$ cat config.mk
export PLATFORM = sky130hd
export DESIGN_NAME = fan_speed_step_regulator
export DESIGN_NICKNAME = d
export VERILOG_FILES = /design/src/design/fssr_pkg.sv /design/src/design/fssr_scale.sv /design/src/design/fssr_core.sv /design/src/design/fan_speed_step_regulator.sv
export SDC_FILE = /design/constraint.sdc
export NUM_CORES = 1
export LEC_CHECK = 0
export BUFFER_PORTS_ARGS = -buffer_cell sky130_fd_sc_hd__clkbuf_2
export CORE_MARGIN = 2
export CORE_UTILIZATION = 45
export CTS_CLUSTER_DIAMETER = 100
export CTS_CLUSTER_SIZE = 12
export DETAILED_ROUTE_END_ITERATION = 7
export SLEW_MARGIN = 20
export SYNTH_ARGS = -nofsm -noshare
export SYNTH_HDL_FRONTEND = slang
export SYNTH_SLANG_ARGS = --single-unit
$ cat constraint.sdc
create_clock -name aclk -period 8.16 [get_ports aclk]
set_input_delay 0.816 -clock aclk [delete_from_list [all_inputs] [get_ports aclk]]
set_output_delay 0.816 -clock aclk [all_outputs]
set_load 0.01 [all_outputs]
$ cat src/design/fssr_pkg.sv
// Shared types, codes and constants of the fan speed step regulator.
`timescale 1ns / 1ps
`default_nettype none

package fssr_pkg;

    // Operation codes carried in s_tuser.
    localparam logic OP_START  = 1'b0;
    localparam logic OP_SAMPLE = 1'b1;

    // Configuration register indexes.
    localparam int unsigned CFG_ADDR_W = 3;
    localparam logic [CFG_ADDR_W-1:0] CFG_RPM_LOWER   = 3'd0;
    localparam logic [CFG_ADDR_W-1:0] CFG_RPM_UPPER   = 3'd1;
    localparam logic [CFG_ADDR_W-1:0] CFG_DUTY_FULL   = 3'd2;
    localparam logic [CFG_ADDR_W-1:0] CFG_DEAD_BAND   = 3'd3;
    localparam logic [CFG_ADDR_W-1:0] CFG_STEP_PCT    = 3'd4;
    localparam logic [CFG_ADDR_W-1:0] CFG_LOW_PCT     = 3'd5;
    localparam logic [CFG_ADDR_W-1:0] CFG_RETRY       = 3'd6;
    localparam int unsigned CFG_DATA_W = 16;

    // Register reset values.
    localparam logic [15:0] RST_RPM_LOWER = 16'd7500;
    localparam logic [15:0] RST_RPM_UPPER = 16'd38600;
    localparam logic [7:0]  RST_DUTY_FULL = 8'd100;
    localparam logic [9:0]  RST_DEAD_BAND = 10'd50;
    localparam logic [6:0]  RST_STEP_PCT  = 7'd5;
    localparam logic [6:0]  RST_LOW_PCT   = 7'd10;
    localparam logic [4:0]  RST_RETRY     = 5'd20;

    // Division by 100 as multiplication by ceil(2^19/100), exact below 43690.
    localparam int unsigned PCT_SHIFT = 19;
    localparam logic [12:0] PCT_RECIP = 13'd5243;

    // Cycles for the scale unit to settle after a configuration write.
    localparam logic [1:0] SCALE_SETTLE = 2'd2;

    // Result status codes.
    typedef enum logic [3:0] {
        ST_ADJUSTING = 4'd0,
        ST_SETTLED   = 4'd1,
        ST_MIN       = 4'd2,
        ST_MAX       = 4'd3,
        ST_REVERSAL  = 4'd4,
        ST_REJECTED  = 4'd5,
        ST_TACH_ERR  = 4'd6,
        ST_RETRY_OUT = 4'd7,
        ST_IDLE      = 4'd8
    } status_t;

    typedef struct packed {
        logic        run_active;
        logic [15:0] goal_rpm;
        logic [7:0]  duty_now;
        logic [7:0]  duty_before;
        logic        first_step;
        logic        rising;
        logic        hit_low;
        logic        hit_high;
        logic [4:0]  tries_left;
    } run_state_t;

    typedef struct packed {
        logic [15:0] rpm_lower;
        logic [15:0] rpm_upper;
        logic [7:0]  duty_full;
        logic [9:0]  dead_band;
        logic [4:0]  retry_budget;
        logic [8:0]  step;
        logic [8:0]  low_thr;
    } reg_cfg_t;

    typedef struct packed {
        logic [7:0] duty_out;
        logic       duty_write;
        status_t    status;
        logic       done_res;
    } result_t;

endpackage

`default_nettype wire

$ cat src/design/fssr_scale.sv
// Scale unit: duty step and low threshold as percentages of the full-scale duty.
`timescale 1ns / 1ps
`default_nettype none

module fssr_scale (
    input  wire logic       aclk,
    input  wire logic [7:0] duty_full,
    input  wire logic [6:0] step_pct,
    input  wire logic [6:0] low_pct,
    output logic      [8:0] step,
    output logic      [8:0] low_thr
);

    logic [14:0] step_prod_reg;
    logic [14:0] thr_prod_reg;
    logic [27:0] step_quot;
    logic [27:0] thr_quot;
    logic [8:0]  step_reg;
    logic [8:0]  low_thr_reg;

    // Percent products first, then the divide by 100 from the registered products.
    assign step_quot = {13'd0, step_prod_reg} * {15'd0, fssr_pkg::PCT_RECIP};
    assign thr_quot  = {13'd0, thr_prod_reg} * {15'd0, fssr_pkg::PCT_RECIP};

    always_ff @(posedge aclk) begin
        step_prod_reg <= {8'd0, step_pct} * {7'd0, duty_full};
        thr_prod_reg  <= {8'd0, low_pct} * {7'd0, duty_full};
        step_reg      <= step_quot[fssr_pkg::PCT_SHIFT +: 9];
        low_thr_reg   <= thr_quot[fssr_pkg::PCT_SHIFT +: 9];
    end

    assign step    = step_reg;
    assign low_thr = low_thr_reg;

endmodule

`default_nettype wire

$ cat src/design/fssr_core.sv
// Decision logic: one word and the run state give the result and the next run state.
`timescale 1ns / 1ps
`default_nettype none

module fssr_core (
    input  wire fssr_pkg::run_state_t st,
    input  wire fssr_pkg::reg_cfg_t   cfg,
    input  wire logic                 operation,
    input  wire logic [15:0]          target_rpm,
    input  wire logic [7:0]           initial_duty,
    input  wire logic [15:0]          measured_rpm,
    input  wire logic                 sample_ok,
    output fssr_pkg::run_state_t      nxt,
    output fssr_pkg::result_t         res
);

    logic [16:0] hi_band;
    logic [15:0] lo_band;
    logic [8:0]  dn_diff;
    logic [7:0]  dn_duty;
    logic [9:0]  up_sum;
    logic [7:0]  up_duty;
    logic [4:0]  tries_dec;
    logic [7:0]  cand;
    logic        stepped;
    logic        going_up;

    always_comb begin
        hi_band   = {1'b0, st.goal_rpm} + {7'd0, cfg.dead_band};
        lo_band   = (st.goal_rpm > {6'd0, cfg.dead_band}) ?
                    (st.goal_rpm - {6'd0, cfg.dead_band}) : 16'd0;
        dn_diff   = {1'b0, st.duty_now} - cfg.step;
        dn_duty   = ({1'b0, st.duty_now} > cfg.step) ? dn_diff[7:0] : 8'd0;
        up_sum    = {2'b00, st.duty_now} + {1'b0, cfg.step};
        up_duty   = (up_sum > 10'd255) ? 8'd255 : up_sum[7:0];
        tries_dec = st.tries_left - 5'd1;
        cand      = st.duty_now;
        stepped   = 1'b0;
        going_up  = 1'b0;

        nxt = st;
        res.duty_out   = 8'd0;
        res.duty_write = 1'b0;
        res.status     = fssr_pkg::ST_IDLE;
        res.done_res   = 1'b0;

        if (operation == fssr_pkg::OP_START) begin
            if (target_rpm < cfg.rpm_lower || target_rpm > cfg.rpm_upper) begin
                res.status   = fssr_pkg::ST_REJECTED;
                res.done_res = 1'b1;
            end else begin
                nxt.run_active  = 1'b1;
                nxt.goal_rpm    = target_rpm;
                nxt.duty_now    = initial_duty;
                nxt.duty_before = 8'd0;
                nxt.first_step  = 1'b1;
                nxt.rising      = 1'b0;
                nxt.hit_low     = 1'b0;
                nxt.hit_high    = 1'b0;
                nxt.tries_left  = cfg.retry_budget;
                if (cfg.retry_budget == 5'd0) begin
                    res.status   = fssr_pkg::ST_RETRY_OUT;
                    res.done_res = 1'b1;
                end else begin
                    res.status = fssr_pkg::ST_ADJUSTING;
                end
            end
        end else if (st.run_active) begin
            nxt.tries_left = tries_dec;
            if (!sample_ok) begin
                // Put back the duty that was in force before the last step.
                nxt.duty_now   = st.duty_before;
                res.duty_out   = st.duty_before;
                res.duty_write = 1'b1;
                res.status     = fssr_pkg::ST_TACH_ERR;
                res.done_res   = 1'b1;
            end else begin
                nxt.duty_before = st.duty_now;
                if ({1'b0, measured_rpm} > hi_band) begin
                    // Too fast: step down, or note the minimum duty.
                    if ({1'b0, st.duty_now} <= cfg.low_thr) begin
                        if (st.hit_low) begin
                            res.status   = fssr_pkg::ST_MIN;
                            res.done_res = 1'b1;
                        end else begin
                            nxt.hit_low = 1'b1;
                            stepped     = 1'b1;
                        end
                    end else begin
                        cand    = dn_duty;
                        stepped = 1'b1;
                    end
                end else if (measured_rpm < lo_band) begin
                    // Too slow: step up, or note the full duty.
                    if (st.duty_now >= cfg.duty_full) begin
                        if (st.hit_high) begin
                            res.status   = fssr_pkg::ST_MAX;
                            res.done_res = 1'b1;
                        end else begin
                            nxt.hit_high = 1'b1;
                            stepped      = 1'b1;
                        end
                    end else begin
                        cand    = up_duty;
                        stepped = 1'b1;
                    end
                end else begin
                    res.status   = fssr_pkg::ST_SETTLED;
                    res.done_res = 1'b1;
                end

                if (stepped) begin
                    // An unchanged duty counts as a step down.
                    going_up = st.duty_now < cand;
                    if (!st.first_step && (going_up != st.rising)) begin
                        nxt.duty_now   = st.duty_now;
                        res.duty_out   = st.duty_now;
                        res.duty_write = 1'b1;
                        res.status     = fssr_pkg::ST_REVERSAL;
                        res.done_res   = 1'b1;
                    end else begin
                        nxt.rising     = going_up;
                        nxt.first_step = 1'b0;
                        nxt.duty_now   = cand;
                        res.duty_out   = cand;
                        res.duty_write = 1'b1;
                        if (tries_dec == 5'd0) begin
                            res.status   = fssr_pkg::ST_RETRY_OUT;
                            res.done_res = 1'b1;
                        end else begin
                            res.status = fssr_pkg::ST_ADJUSTING;
                        end
                    end
                end
            end
        end

        if (res.done_res) begin
            nxt.run_active = 1'b0;
        end
    end

endmodule

`default_nettype wire

$ cat src/design/fan_speed_step_regulator.sv
// Top level of the fan speed step regulator: stream ports, registers and run state.
`timescale 1ns / 1ps
`default_nettype none

// The regulator takes one word per clock while the result stream is not stalled and
// the scale unit has settled, and returns exactly one result word for each. A start
// word (s_tuser low) opens a run toward target_rpm from initial_duty, or is rejected
// when the target lies outside the configured RPM limits; each sample word (s_tuser
// high) then moves the duty at most one step, toward the target unless the sample
// failed, and reports whether the duty must be programmed and whether the run has
// ended (m_tlast). A word passes through the input register and then the result
// register; the decision for a word is made in a single pass of compare-and-step
// logic that also updates the run state, so consecutive words see each other's
// effects in order. The duty step and the low duty threshold are percentages of the
// full-scale duty, recomputed by a two-stage scale unit; after any configuration write,
// words are held in the input register while that unit settles. Configuration
// should be written only while no word is in flight.
module fan_speed_step_regulator (
    input  wire logic                            aclk,
    input  wire logic                            aresetn,
    // Input stream.
    input  wire logic                            s_tvalid,
    output logic                                 s_tready,
    // s_tdata: target_rpm[15:0], initial_duty[23:16], measured_rpm[39:24],
    // sample_ok[40], zero fill [47:41].
    input  wire logic [47:0]                     s_tdata,
    // s_tuser: operation (0 start a run, 1 tach sample).
    input  wire logic                            s_tuser,
    // Result stream.
    output logic                                 m_tvalid,
    input  wire logic                            m_tready,
    // m_tdata: duty_out[7:0], duty_write[8], status[12:9], zero fill [15:13].
    output logic [15:0]                          m_tdata,
    // m_tlast: done_res, the run has ended.
    output logic                                 m_tlast,
    // Configuration write port.
    input  wire logic                            cfg_wr_en,
    input  wire logic [fssr_pkg::CFG_ADDR_W-1:0] cfg_addr,
    input  wire logic [fssr_pkg::CFG_DATA_W-1:0] cfg_wdata
);

    // Configuration registers.
    logic [15:0] rpm_lower_reg;
    logic [15:0] rpm_upper_reg;
    logic [7:0]  duty_full_reg;
    logic [9:0]  dead_band_reg;
    logic [6:0]  step_pct_reg;
    logic [6:0]  low_pct_reg;
    logic [4:0]  retry_reg;
    logic [1:0]  settle_reg;
    logic [1:0]  settle_next;

    // Input register.
    logic        in_valid_reg;
    logic        op_reg;
    logic [15:0] target_reg;
    logic [7:0]  init_reg;
    logic [15:0] meas_reg;
    logic        ok_reg;

    // Result register.
    logic                 out_valid_reg;
    fssr_pkg::result_t    res_reg;

    // Run state.
    fssr_pkg::run_state_t state_reg;
    fssr_pkg::run_state_t state_next;
    fssr_pkg::result_t    core_res;
    fssr_pkg::reg_cfg_t   cfg;

    logic [8:0] step;
    logic [8:0] low_thr;
    logic       out_free;
    logic       fire;
    logic       in_take;

    // A word is decided when the result register can take it and the scale
    // unit has settled; the input register refills in the same cycle.
    assign out_free = !out_valid_reg || m_tready;
    assign fire     = in_valid_reg && out_free && (settle_reg == 2'd0);
    assign s_tready = !in_valid_reg || fire;
    assign in_take  = s_tvalid && s_tready;

    assign settle_next = cfg_wr_en ? fssr_pkg::SCALE_SETTLE :
                         (settle_reg != 2'd0) ? (settle_reg - 2'd1) : 2'd0;

    always_ff @(posedge aclk) begin
        if (!aresetn) begin
            rpm_lower_reg <= fssr_pkg::RST_RPM_LOWER;
            rpm_upper_reg <= fssr_pkg::RST_RPM_UPPER;
            duty_full_reg <= fssr_pkg::RST_DUTY_FULL;
            dead_band_reg <= fssr_pkg::RST_DEAD_BAND;
            step_pct_reg  <= fssr_pkg::RST_STEP_PCT;
            low_pct_reg   <= fssr_pkg::RST_LOW_PCT;
            retry_reg     <= fssr_pkg::RST_RETRY;
            settle_reg    <= fssr_pkg::SCALE_SETTLE;
        end else begin
            settle_reg <= settle_next;
            if (cfg_wr_en) begin
                case (cfg_addr)
                    fssr_pkg::CFG_RPM_LOWER: rpm_lower_reg <= cfg_wdata;
                    fssr_pkg::CFG_RPM_UPPER: rpm_upper_reg <= cfg_wdata;
                    fssr_pkg::CFG_DUTY_FULL: duty_full_reg <= cfg_wdata[7:0];
                    fssr_pkg::CFG_DEAD_BAND: dead_band_reg <= cfg_wdata[9:0];
                    fssr_pkg::CFG_STEP_PCT:  step_pct_reg  <= cfg_wdata[6:0];
                    fssr_pkg::CFG_LOW_PCT:   low_pct_reg   <= cfg_wdata[6:0];
                    fssr_pkg::CFG_RETRY:     retry_reg     <= cfg_wdata[4:0];
                    default: ;
                endcase
            end
        end
    end

    fssr_scale u_scale (
        .aclk      (aclk),
        .duty_full (duty_full_reg),
        .step_pct  (step_pct_reg),
        .low_pct   (low_pct_reg),
        .step      (step),
        .low_thr   (low_thr)
    );

    always_comb begin
        cfg.rpm_lower    = rpm_lower_reg;
        cfg.rpm_upper    = rpm_upper_reg;
        cfg.duty_full    = duty_full_reg;
        cfg.dead_band    = dead_band_reg;
        cfg.retry_budget = retry_reg;
        cfg.step         = step;
        cfg.low_thr      = low_thr;
    end

    fssr_core u_core (
        .st           (state_reg),
        .cfg          (cfg),
        .operation    (op_reg),
        .target_rpm   (target_reg),
        .initial_duty (init_reg),
        .measured_rpm (meas_reg),
        .sample_ok    (ok_reg),
        .nxt          (state_next),
        .res          (core_res)
    );

    // Control state.
    always_ff @(posedge aclk) begin
        if (!aresetn) begin
            in_valid_reg         <= 1'b0;
            out_valid_reg        <= 1'b0;
            state_reg.run_active <= 1'b0;
            state_reg.goal_rpm   <= 16'd0;
            state_reg.duty_now   <= 8'd0;
            state_reg.duty_before <= 8'd0;
            state_reg.first_step <= 1'b1;
            state_reg.rising     <= 1'b0;
            state_reg.hit_low    <= 1'b0;
            state_reg.hit_high   <= 1'b0;
            state_reg.tries_left <= 5'd0;
        end else begin
            if (in_take) begin
                in_valid_reg <= 1'b1;
            end else if (fire) begin
                in_valid_reg <= 1'b0;
            end
            if (fire) begin
                out_valid_reg <= 1'b1;
                state_reg     <= state_next;
            end else if (m_tready) begin
                out_valid_reg <= 1'b0;
            end
        end
    end

    // Payload registers.
    always_ff @(posedge aclk) begin
        if (in_take) begin
            op_reg     <= s_tuser;
            target_reg <= s_tdata[15:0];
            init_reg   <= s_tdata[23:16];
            meas_reg   <= s_tdata[39:24];
            ok_reg     <= s_tdata[40];
        end
        if (fire) begin
            res_reg <= core_res;
        end
    end

    assign m_tvalid = out_valid_reg;
    assign m_tdata  = {3'b000, res_reg.status, res_reg.duty_write, res_reg.duty_out};
    assign m_tlast  = res_reg.done_res;

    // A result that ends the run leaves no run active behind it.
    a_done_ends_run: assert property (@(posedge aclk) disable iff (!aresetn)
        fire && core_res.done_res |=> !state_reg.run_active)
        else $error("run still active after a result that ended it");

    // A sample with no run active leaves the run state untouched.
    a_idle_sample_keeps_state: assert property (@(posedge aclk) disable iff (!aresetn)
        fire && (op_reg == fssr_pkg::OP_SAMPLE) && !state_reg.run_active
        |=> state_reg == $past(state_reg))
        else $error("idle sample changed the run state");

    // The duty field is zero whenever no duty write is requested.
    a_unused_duty_zero: assert property (@(posedge aclk) disable iff (!aresetn)
        out_valid_reg && !res_reg.duty_write |-> res_reg.duty_out == 8'd0)
        else $error("duty field set without a duty write");

    // An idle report never ends a run.
    a_idle_not_done: assert property (@(posedge aclk) disable iff (!aresetn)
        out_valid_reg && (res_reg.status == fssr_pkg::ST_IDLE) |-> !res_reg.done_res)
        else $error("idle status reported as end of run");

endmodule

`default_nettype wire
==> flow_metrics.py, run 1 <==
metrics = {
    "worst_hold_path": {
        "hold_start": "s_tdata[20]",
        "worstHoldEndpoint": "init_reg[4]$_DFFE_PP_",
        "hold_class": "in -> reg",
        "hold_path_depth": 1,
    },
    "routing": {
        "routed-via-count": 16135,
        "wl_um": 50000,
        "wl_per_cell_um": 15.9,
        "drc": 0,
        "wl_met3_um": 1760,
        "dr.pass1.iters": 7,
        "route.met2.wl_um": 23800,
        "highest_layer": "met5",
        "drt-initial-drc-count": 675,
        "wl_met1_um": 23200,
        "ant_nets": 0,
        "viasPerCell": 5.14,
    },
    "clocking": {
        "cts_root_buffer": "clkbuf_16",
        "cts.sinks": 219,
        "h-tree-depth": 1,
        "cts_tree": "done",
        "clockBufferDepth": 3,
        "path_clk_slew_ns": 0.07,
        "cts-buffers-inserted": 23,
        "cts_hold_buf": 0,
        "clock_latency_ns": 0.54,
    },
    "global_routing": {
        "antenna_found_initial": 2,
        "grt.overflow.total": 0,
        "grt_max_degree": 124,
        "grt_pass1_vias": 17017,
        "grt_usage": 0.205,
        "grt_pass1_wl_um": 84900,
    },
    "flow_run": {
        "drv_cap": 0,
    },
    "die": {
        "rows": 81,
        "initial_core_util": 0.454,
        "die_area_mm2": 0.0509,
        "die_w_um": 226,
        "die_h_um": 226,
        "num_io_pins": 92,
        "core-area_mm2": 0.0487,
    },
    "setup_path": {
        "worstRegToRegCells": 31,
        "r2r-end": "m_tdata[2]$_SDFFCE_PN0P_",
        "critPathSlowestCell": "nor3_4",
        "max_stage_delay_ns": 0.44,
        "arrival_ns": 7.85,
        "critPathCaptureType": "flop",
        "path_class": "reg -> reg",
        "required_ns": 8.50,
        "cp_max_fo": 13,
        "rrSetupSlack_ns": 0.66,
        "start_kind": "flop",
        "crit_top_cell": "o21ai_0",
        "reg2reg_from": "dead_band_reg[1]$_SDFFE_PN1P_",
    },
    "sta": {
        "finClkSkew_ns": 0.0362,
        "setup_viol": 0,
        "max_slew_margin": 0.439,
        "worst_slack_ns": 0.655,
        "clock.fmax_mhz": 133,
        "min_period_ns": 7.50,
        "slew_violations": 0,
        "finalCritPeriodShare": 0.920,
        "worst_pin_slew_ns": 0.840,
        "finalHoldViolCount": 0,
        "rsz0062_at_grt": "false",
        "finalSetupTns_ns": 0,
    },
    "logic_synthesis": {
        "ys_types": 83,
        "synthArstFlopShare": 0,
        "synthesis.area_mm2": 0.0221,
        "yosys_warnings": 0,
        "syn_avg_cell_area_um2": 9.16,
        "syn_inst": 2415,
        "ys_ff_latch": 219,
        "synth_flop_cell": "dfxtp_1",
        "yosysSeqAreaShare": 0.224,
        "synth_edf_count": 56,
    },
    "pwr": {
        "peakVddDrop_v": 0.000198,
        "p_leak_nw": 11.7,
        "power.density_mw_per_mm2": 253,
    },
    "placed_design": {
        "placed_cells": 3101,
        "io_buffer_count": 81,
        "hpwl_um": 39700,
        "place_congestion": 0.891,
        "pre_cts_slack_ns": 0.419,
    },
    "final_layout": {
        "stdcell_count": 3139,
        "fill_cells": 4658,
        "nets": 3124,
        "layout-drive-gt1-share": 0.0606,
        "area_growth_pct": 7.84,
        "n_antenna_cell": 0,
        "largest_reg_flops": 42,
    },
    "status": {
        "status": "complete, no violations",
    },
}
==> per-layer routing <==
| metal | global-route usage | up-vias |
|---|---|---|
| met5 | 0 | - |
| met4 | 0.0545 | 4 |
| met3 | 0.0213 | 67 |
| met2 | 0.356 | 253 |
| met1 | 0.273 | 7769 |
| li1 | - | 8042 |
==> cell usage after synthesis (all sizes together), types with 23 or more instances <==
library cell / instances / area share
nand3: 43 / 0.010
a21oi: 83 / 0.019
dfxtp: 163 / 0.15
xnor2: 50 / 0.020
nand2: 307 / 0.052
fa: 200 / 0.18
clkbuf: 55 / 0.0094
nor3: 35 / 0.0081
o21ai: 62 / 0.014
o21a: 23 / 0.0078
nor2b: 25 / 0.0071
and2: 51 / 0.014
a21boi: 70 / 0.024
edfxtp: 56 / 0.076
ha: 387 / 0.22
nor2: 96 / 0.016
o211ai: 31 / 0.011
inv: 424 / 0.072
==> per-stage QoR <==
| stage | instance area, um2 | hold WS, ns | total power [mW] | util |
|---|---|---|---|---|
| 6_report | 23800 | 0.453 | 6.04 | 0.489 |
| 2_1_floorplan | 22100 | 0.421 | 4.18 | - |
| 4_1_cts | 23800 | 0.423 | 6.17 | 0.488 |
| 3_5_place_dp | 23100 | 0.451 | 5.15 | 0.475 |
| 5_1_grt | 23800 | 0.434 | 6.84 | 0.489 |
| 3_3_place_gp | 23100 | 0.435 | 5.03 | 0.475 |
==> layout make-up <==
class,instances,area [um2],area share
well taps,664,831,0.0348
clock buffers,34,618,0.0259
repair buffers,92,523,0.0219
clock inverters,2,22.5,0.000944
inverters,425,1600,0.0669
multi-input cells,1703,15300,0.642
flip-flops and latches,219,4940,0.207
==> critical path: cells and delay by family, from the launching register on <==
| kind | cells | cell delay [ns] |
|---|---|---|
| AND/OR/NAND/NOR | 8 | 1.40 |
| multiplexers | 2 | 0.53 |
| flip-flops | 1 | 0.39 |
| buffers and inverters | 2 | 0.36 |
| adder cells (fa/ha/maj) | 3 | 0.95 |
| AO/OA/AOI/OAI | 15 | 3.53 |
| XOR/XNOR | 1 | 0.14 |
==> power by group <==
part	leakage [nW]	switching [mW]	internal, mW
logic	9.55	2.10	1.68
registers	1.85	0.0938	1.20
clock network	0.311	0.443	0.523
==> timing repair <==
item / 4_1_cts / 5_1_grt
endpoints found under the hold margin: 0 / 0
endpoints found under the setup margin: 0 / 3
buffers inserted: 0 / 0
resized for setup: 0 / 2
==> kinds of logic after synthesis <==
logic type	Yosys count	synth area share
other	1	0.000170
xor gates and xnor gates	70	0.0277
and+or+nand+nor	646	0.136
adders and majority gates	587	0.400
muxes	26	0.0125
DFF	219	0.224
AOI/OAI and AO/OA	371	0.114
buffers and inverters	495	0.0854
==> worst max-delay path by stage <==
stage / cells after the start / from / end / slack, ns
2_1_floorplan: 31 / dead_band_reg[1]$_SDFFE_PN1P_ / m_tdata[4]$_SDFFCE_PN0P_ / 1.91
3_3_place_gp: 31 / dead_band_reg[1]$_SDFFE_PN1P_ / m_tdata[0]$_SDFFCE_PN0P_ / 0.65
3_5_place_dp: 31 / dead_band_reg[1]$_SDFFE_PN1P_ / m_tdata[0]$_SDFFCE_PN0P_ / 0.42
4_1_cts: 31 / dead_band_reg[1]$_SDFFE_PN1P_ / m_tdata[0]$_SDFFCE_PN0P_ / 0.41
5_1_grt: 30 / dead_band_reg[1]$_SDFFE_PN1P_ / m_tdata[0]$_SDFFCE_PN0P_ / 0.08
6_report: 31 / dead_band_reg[1]$_SDFFE_PN1P_ / m_tdata[2]$_SDFFCE_PN0P_ / 0.66
==> layout by cell type (no fill, tap or decap), types with 11 or more instances in the layout <==
| cell | n |
|---|---|
| a21oi_1 | 81 |
| o21ai_0 | 58 |
| clkbuf_2 | 81 |
| mux2i_1 | 19 |
| nand2_1 | 307 |
| fa_1 | 200 |
| nand3_1 | 42 |
| a211oi_1 | 11 |
| nand4_1 | 15 |
| nor3_1 | 32 |
| o211ai_1 | 30 |
| nand2b_1 | 16 |
| and3_1 | 16 |
| clkbuf_16 | 23 |
| inv_1 | 424 |
| a21boi_0 | 70 |
| nor2b_1 | 25 |
| xor2_1 | 20 |
| edfxtp_1 | 56 |
| o21bai_1 | 12 |
| nor2_1 | 96 |
| o21a_1 | 23 |
| a21o_1 | 16 |
| ha_1 | 387 |
| dfxtp_1 | 163 |
| and2_1 | 50 |
| xnor2_1 | 50 |
(Power assumes the default switching activity.)
==> run 2, diff against run 1 <==
--- a/config.mk
+++ b/config.mk
@@ -7,11 +7,11 @@
 export LEC_CHECK = 0
 export BUFFER_PORTS_ARGS = -buffer_cell sky130_fd_sc_hd__clkbuf_2
 export CORE_MARGIN = 2
-export CORE_UTILIZATION = 45
+export CORE_UTILIZATION = 51
 export CTS_CLUSTER_DIAMETER = 100
 export CTS_CLUSTER_SIZE = 12
 export DETAILED_ROUTE_END_ITERATION = 7
-export SLEW_MARGIN = 20
+export PLACE_DENSITY = 0.68
 export SYNTH_ARGS = -nofsm -noshare
 export SYNTH_HDL_FRONTEND = slang
 export SYNTH_SLANG_ARGS = --single-unit
==> run 2 against run 1 <==
Clock skew fell by 0.014 ns. Setup slack gained 0.16 ns. Final cell count shrank 2.6%. Clock power fell by 2%. Global-route usage is 2.2 points higher. Core utilization increased by 6.2 points. Sequential share of layout area grew 0.15 points. Critical path depth increased by 1. Sequential cell count unchanged. Combinational power barely moved. Critical path type unchanged.
==> flow_metrics.py, run 2 (synthesized netlist as in run 1, its figures left out) <==
metrics = {
    "setup_path": {
        "r2r-end": "m_tdata[2]$_SDFFCE_PN0P_",
        "worstRegToRegCells": 32,
        "path_class": "reg -> reg",
        "max_stage_delay_ns": 0.65,
        "required_ns": 8.49,
        "start_kind": "flop",
        "crit_top_cell": "a21oi_1",
        "critPathCaptureType": "flop",
        "critPathSlowestCell": "a41oi_1",
        "cp_max_fo": 13,
        "reg2reg_from": "dead_band_reg[1]$_SDFFE_PN1P_",
        "rrSetupSlack_ns": 0.81,
        "arrival_ns": 7.68,
    },
    "sta": {
        "finalHoldViolCount": 0,
        "min_period_ns": 7.35,
        "rsz0062_at_grt": "false",
        "max_slew_margin": 0.251,
        "setup_viol": 0,
        "finalSetupTns_ns": 0,
        "clock.fmax_mhz": 136,
        "finClkSkew_ns": 0.0221,
        "finalCritPeriodShare": 0.900,
        "slew_violations": 0,
        "worst_hold_slack_ns": 0.456,
        "worst_pin_slew_ns": 1.12,
    },
    "routing": {
        "drc": 0,
        "wl_um": 49100,
        "drt-initial-drc-count": 757,
        "routed-via-count": 16312,
        "wl_per_cell_um": 16.1,
        "viasPerCell": 5.34,
        "dr.pass1.iters": 5,
        "ant_nets": 0,
    },
    "final_layout": {
        "area_growth_pct": 7.05,
        "largest_reg_flops": 42,
        "post-route-util": 0.551,
        "layout_commonest_cell": "inv_1",
        "mostFrequentLayoutCells": "inv_1, ha_1, nand2_1",
        "layout-drive-gt1-share": 0.0591,
        "nets": 3120,
    },
    "die": {
        "initial_core_util": 0.514,
        "die_w_um": 212,
        "core-area_mm2": 0.0430,
        "die_h_um": 212,
        "num_io_pins": 92,
        "rows": 76,
        "die_area_mm2": 0.0450,
    },
    "pwr": {
        "combPwrFrac": 0.627,
        "power.switching_mw": 2.61,
        "power.density_mw_per_mm2": 254,
        "clkPwrFrac": 0.158,
        "netSwitchingFraction": 0.434,
        "p_leak_nw": 11.7,
        "p_int_mw": 3.40,
        "peakVddDrop_v": 0.000271,
        "pwr-share-seq": 0.215,
    },
    "global_routing": {
        "grt.overflow.total": 0,
        "grt_max_degree": 124,
        "grt_pass1_wl_um": 83100,
        "grt_usage": 0.228,
        "antenna_found_initial": 3,
        "grt_pass1_vias": 16989,
    },
    "clocking": {
        "h-tree-depth": 1,
        "cts_resized": 0,
        "path_clk_slew_ns": 0.07,
        "clock_latency_ns": 0.54,
        "cts_tree": "done",
        "cts_hold_buf": 0,
        "cts-buffers-inserted": 22,
        "postCtsSetupRepairBufs": 0,
        "clockBufferDepth": 3,
        "cts.sinks": 219,
        "cts_root_buffer": "clkbuf_16",
    },
    "status": {
        "status": "complete, no violations",
    },
    "worst_hold_path": {
        "hold_class": "in -> reg",
        "hold_start": "s_tuser",
        "worstHoldEndpoint": "op_reg$_DFFE_PP_",
        "hold_path_depth": 1,
    },
    "flow_run": {
        "drv_cap": 0,
    },
    "placed_design": {
        "place_congestion": 0.896,
        "io_buffer_count": 81,
        "hpwl_um": 39200,
    },
}
==> run 2: layout make-up <==
class	count	area (um2)
Clock inverter	2	13.8
Tap cell	585	732
Timing Repair Buffer	89	465
Antenna cell	1	2.50
Clock buffer	33	613
Fill cell	3984	19300
Sequential cell	219	4940
Inverter	425	1600
Multi-Input combinational cell	1703	15300
==> run 2: stage by stage <==
step	cell area (um2)	cells	setup WS [ns]	power, mW
5_1_grt	23700	3057	0.0197	6.81
3_5_place_dp	23000	3021	0.803	5.12
2_1_floorplan	22100	2417	1.91	4.18
3_3_place_gp	23000	3021	0.993	4.96
6_report	23700	3057	0.812	6.01
4_1_cts	23700	3056	0.738	6.13
==> run 2: worst max path at each step <==
stage                                        startpoint                       end  slack [ns]
after detailed placement  dead_band_reg[1]$_SDFFE_PN1P_  m_tdata[2]$_SDFFCE_PN0P_        0.80
after global placement    dead_band_reg[1]$_SDFFE_PN1P_  m_tdata[2]$_SDFFCE_PN0P_        0.99
after floorplan           dead_band_reg[1]$_SDFFE_PN1P_  m_tdata[4]$_SDFFCE_PN0P_        1.91
final                     dead_band_reg[1]$_SDFFE_PN1P_  m_tdata[2]$_SDFFCE_PN0P_        0.81
after global routing      dead_band_reg[1]$_SDFFE_PN1P_  m_tdata[2]$_SDFFCE_PN0P_        0.02
after CTS                 dead_band_reg[1]$_SDFFE_PN1P_  m_tdata[2]$_SDFFCE_PN0P_        0.74
==> run 2: worst max-delay path, delay by kind of cell (launching register included) <==
family / cells / cell delay [ns]
compound gates: 19 / 3.98
fa+ha+maj: 3 / 0.96
simple gates: 5 / 0.76
mux: 2 / 0.53
flops: 1 / 0.39
buf+inv: 2 / 0.36
xor+xnor: 1 / 0.18
==> run 2: metal layers <==
| layer | global-route usage | share of wire | vias to the layer above |
|---|---|---|---|
| li1 | - | - | 8041 |
| met1 | 0.295 | 0.45 | 7904 |
| met2 | 0.401 | 0.49 | 281 |
| met3 | 0.0264 | 0.039 | 82 |
| met4 | 0.0629 | 0.025 | 4 |
| met5 | 0 | 0.00039 | - |
==> run 2: power groups by stage <==
stage               registers [mW]  logic (mW)  clock network [mW]
finish                        1.29        3.77               0.949
global placement              1.31        3.65                   0
global route                  1.30        4.49                1.02
CTS                           1.29        3.86               0.974
detailed placement            1.31        3.81                   0
floorplan                     1.27        2.90                   0
==> run 3, diff against run 2 <==
--- a/config.mk
+++ b/config.mk
@@ -6,8 +6,10 @@
 export NUM_CORES = 1
 export LEC_CHECK = 0
 export BUFFER_PORTS_ARGS = -buffer_cell sky130_fd_sc_hd__clkbuf_2
+export CORE_ASPECT_RATIO = 1.4
 export CORE_MARGIN = 2
 export CORE_UTILIZATION = 51
+export CTS_BUF_LIST = sky130_fd_sc_hd__clkbuf_8 sky130_fd_sc_hd__clkbuf_16
 export CTS_CLUSTER_DIAMETER = 100
 export CTS_CLUSTER_SIZE = 12
 export DETAILED_ROUTE_END_ITERATION = 7
==> run 3 against run 2 <==
Sequential power about the same. Core utilization about the same. Final cell count decreased by 1.1%. Sequential share of layout area about the same. Global-route usage increased by 0.30 points. First-iteration DRC count decreased by 25%. Non-clock buffer count unchanged. Maximum frequency decreased by 0.42%. Highest routed layer is now met4.
==> flow_metrics.py, run 3 (synthesized netlist as in run 1, its figures left out) <==
metrics = {
    "routing": {
        "routed-via-count": 16408,
        "dr.pass1.iters": 5,
        "drt-initial-drc-count": 571,
        "ant_nets": 0,
        "wl_per_cell_um": 16.7,
        "viasPerCell": 5.43,
        "wl_um": 50400,
        "drc": 0,
    },
    "setup_path": {
        "critPathCaptureType": "flop",
        "arrival_ns": 7.73,
        "start_kind": "flop",
        "critPathSlowestCell": "a221oi_1",
        "worstRegToRegCells": 31,
        "cp_max_fo": 13,
        "cp.depth": 31,
        "cp_num_buf_inv": 2,
        "max_stage_delay_ns": 0.54,
        "path_class": "reg -> reg",
        "cp_top_family": "compound AO/OA/AOI/OAI gates",
        "crit_top_cell": "o21ai_0",
        "required_ns": 8.51,
    },
    "final_layout": {
        "layout-drive-gt1-share": 0.0583,
        "mostFrequentLayoutCells": "inv_1, ha_1, nand2_1",
        "post-route-util": 0.550,
        "fin_area_mm2": 0.0236,
        "layout_commonest_cell": "inv_1",
        "n_antenna_cell": 0,
        "nets": 3120,
        "area_growth_pct": 6.80,
        "largest_reg_flops": 42,
    },
    "clocking": {
        "postCtsSetupRepairBufs": 0,
        "cts_hold_buf": 0,
        "cts-buffers-inserted": 22,
        "clock_latency_ns": 0.54,
        "cts_root_buffer": "clkbuf_16",
        "cts_resized": 0,
        "cts.sinks": 219,
        "path_clk_slew_ns": 0.07,
        "clockBufferDepth": 3,
        "h-tree-depth": 1,
        "cts_tree": "done",
    },
    "sta": {
        "finalCritPeriodShare": 0.904,
        "slew_violations": 0,
        "clock.fmax_mhz": 136,
        "rsz0062_at_grt": "false",
        "worst_pin_slew_ns": 1.02,
        "finalSetupTns_ns": 0,
        "max_slew_margin": 0.323,
        "min_period_ns": 7.38,
        "finClkSkew_ns": 0.0311,
        "setup_viol": 0,
        "finalHoldViolCount": 0,
        "worst_hold_slack_ns": 0.447,
    },
    "placed_design": {
        "place_congestion": 0.903,
        "io_buffer_count": 81,
        "placed_cell_area_mm2": 0.0230,
        "hpwl_um": 41100,
    },
    "global_routing": {
        "grt_util_met3": 0.0230,
        "use_met2": 0.451,
        "grt_usage": 0.231,
        "use_met1": 0.246,
        "grt.overflow.total": 0,
        "antenna_found_initial": 1,
        "grt_pass1_wl_um": 85300,
        "busiest_layer": "met2",
        "grt_pass1_vias": 17782,
        "grt_max_degree": 85,
    },
    "die": {
        "die_w_um": 180,
        "die_area_mm2": 0.0451,
        "rows": 90,
        "num_io_pins": 92,
        "core-area_mm2": 0.0429,
        "die_h_um": 250,
        "initial_core_util": 0.515,
    },
    "worst_hold_path": {
        "hold_path_depth": 1,
        "hold_class": "reg -> reg",
    },
    "pwr": {
        "p_total_mw": 6.00,
        "peakVddDrop_v": 0.000195,
        "p_leak_nw": 11.7,
        "power.density_mw_per_mm2": 254,
    },
    "flow_run": {
        "drv_cap": 0,
    },
    "status": {
        "status": "complete, no violations",
    },
}
==> run 3: worst paths after layout <==
path                                 start                  endpoint  slack [ns]
max          dead_band_reg[1]$_SDFFE_PN1P_  m_tdata[0]$_SDFFCE_PN0P_        0.78
min               settle_reg[0]$_SDFF_PP0_  settle_reg[0]$_SDFF_PP0_        0.45
max reg2reg  dead_band_reg[1]$_SDFFE_PN1P_  m_tdata[0]$_SDFFCE_PN0P_        0.78
min reg2reg       settle_reg[0]$_SDFF_PP0_  settle_reg[0]$_SDFF_PP0_        0.45
==> run 3: cell type report <==
type	instances	area (um2)
clock inverters	12	65.1
inverters	425	1600
well taps	552	691
repair buffers	89	465
clock buffers	22	551
multi-input cells	1703	15300
flip-flops and latches	219	4940
fillers	3819	19300
==> run 3: power breakdown <==
part | total (mW) | switching (mW) | internal [mW]
sequential | 1.29 | 0.0949 | 1.20
combinational | 3.80 | 2.10 | 1.70
clock | 0.913 | 0.426 | 0.487
==> run 3: metal layers <==
layer  wire length (um)  part of all wire
met5                  0                 0
met4               2560             0.051
met3               1600             0.032
met2              27300              0.54
met1              19000              0.38
==> run 3: stage by stage <==
step	cells	setup slack, ns
floorplan	2417	1.91
global placement	2988	1.03
detailed placement	2988	0.781
CTS	3022	0.658
global route	3022	0.123
finish	3022	0.781
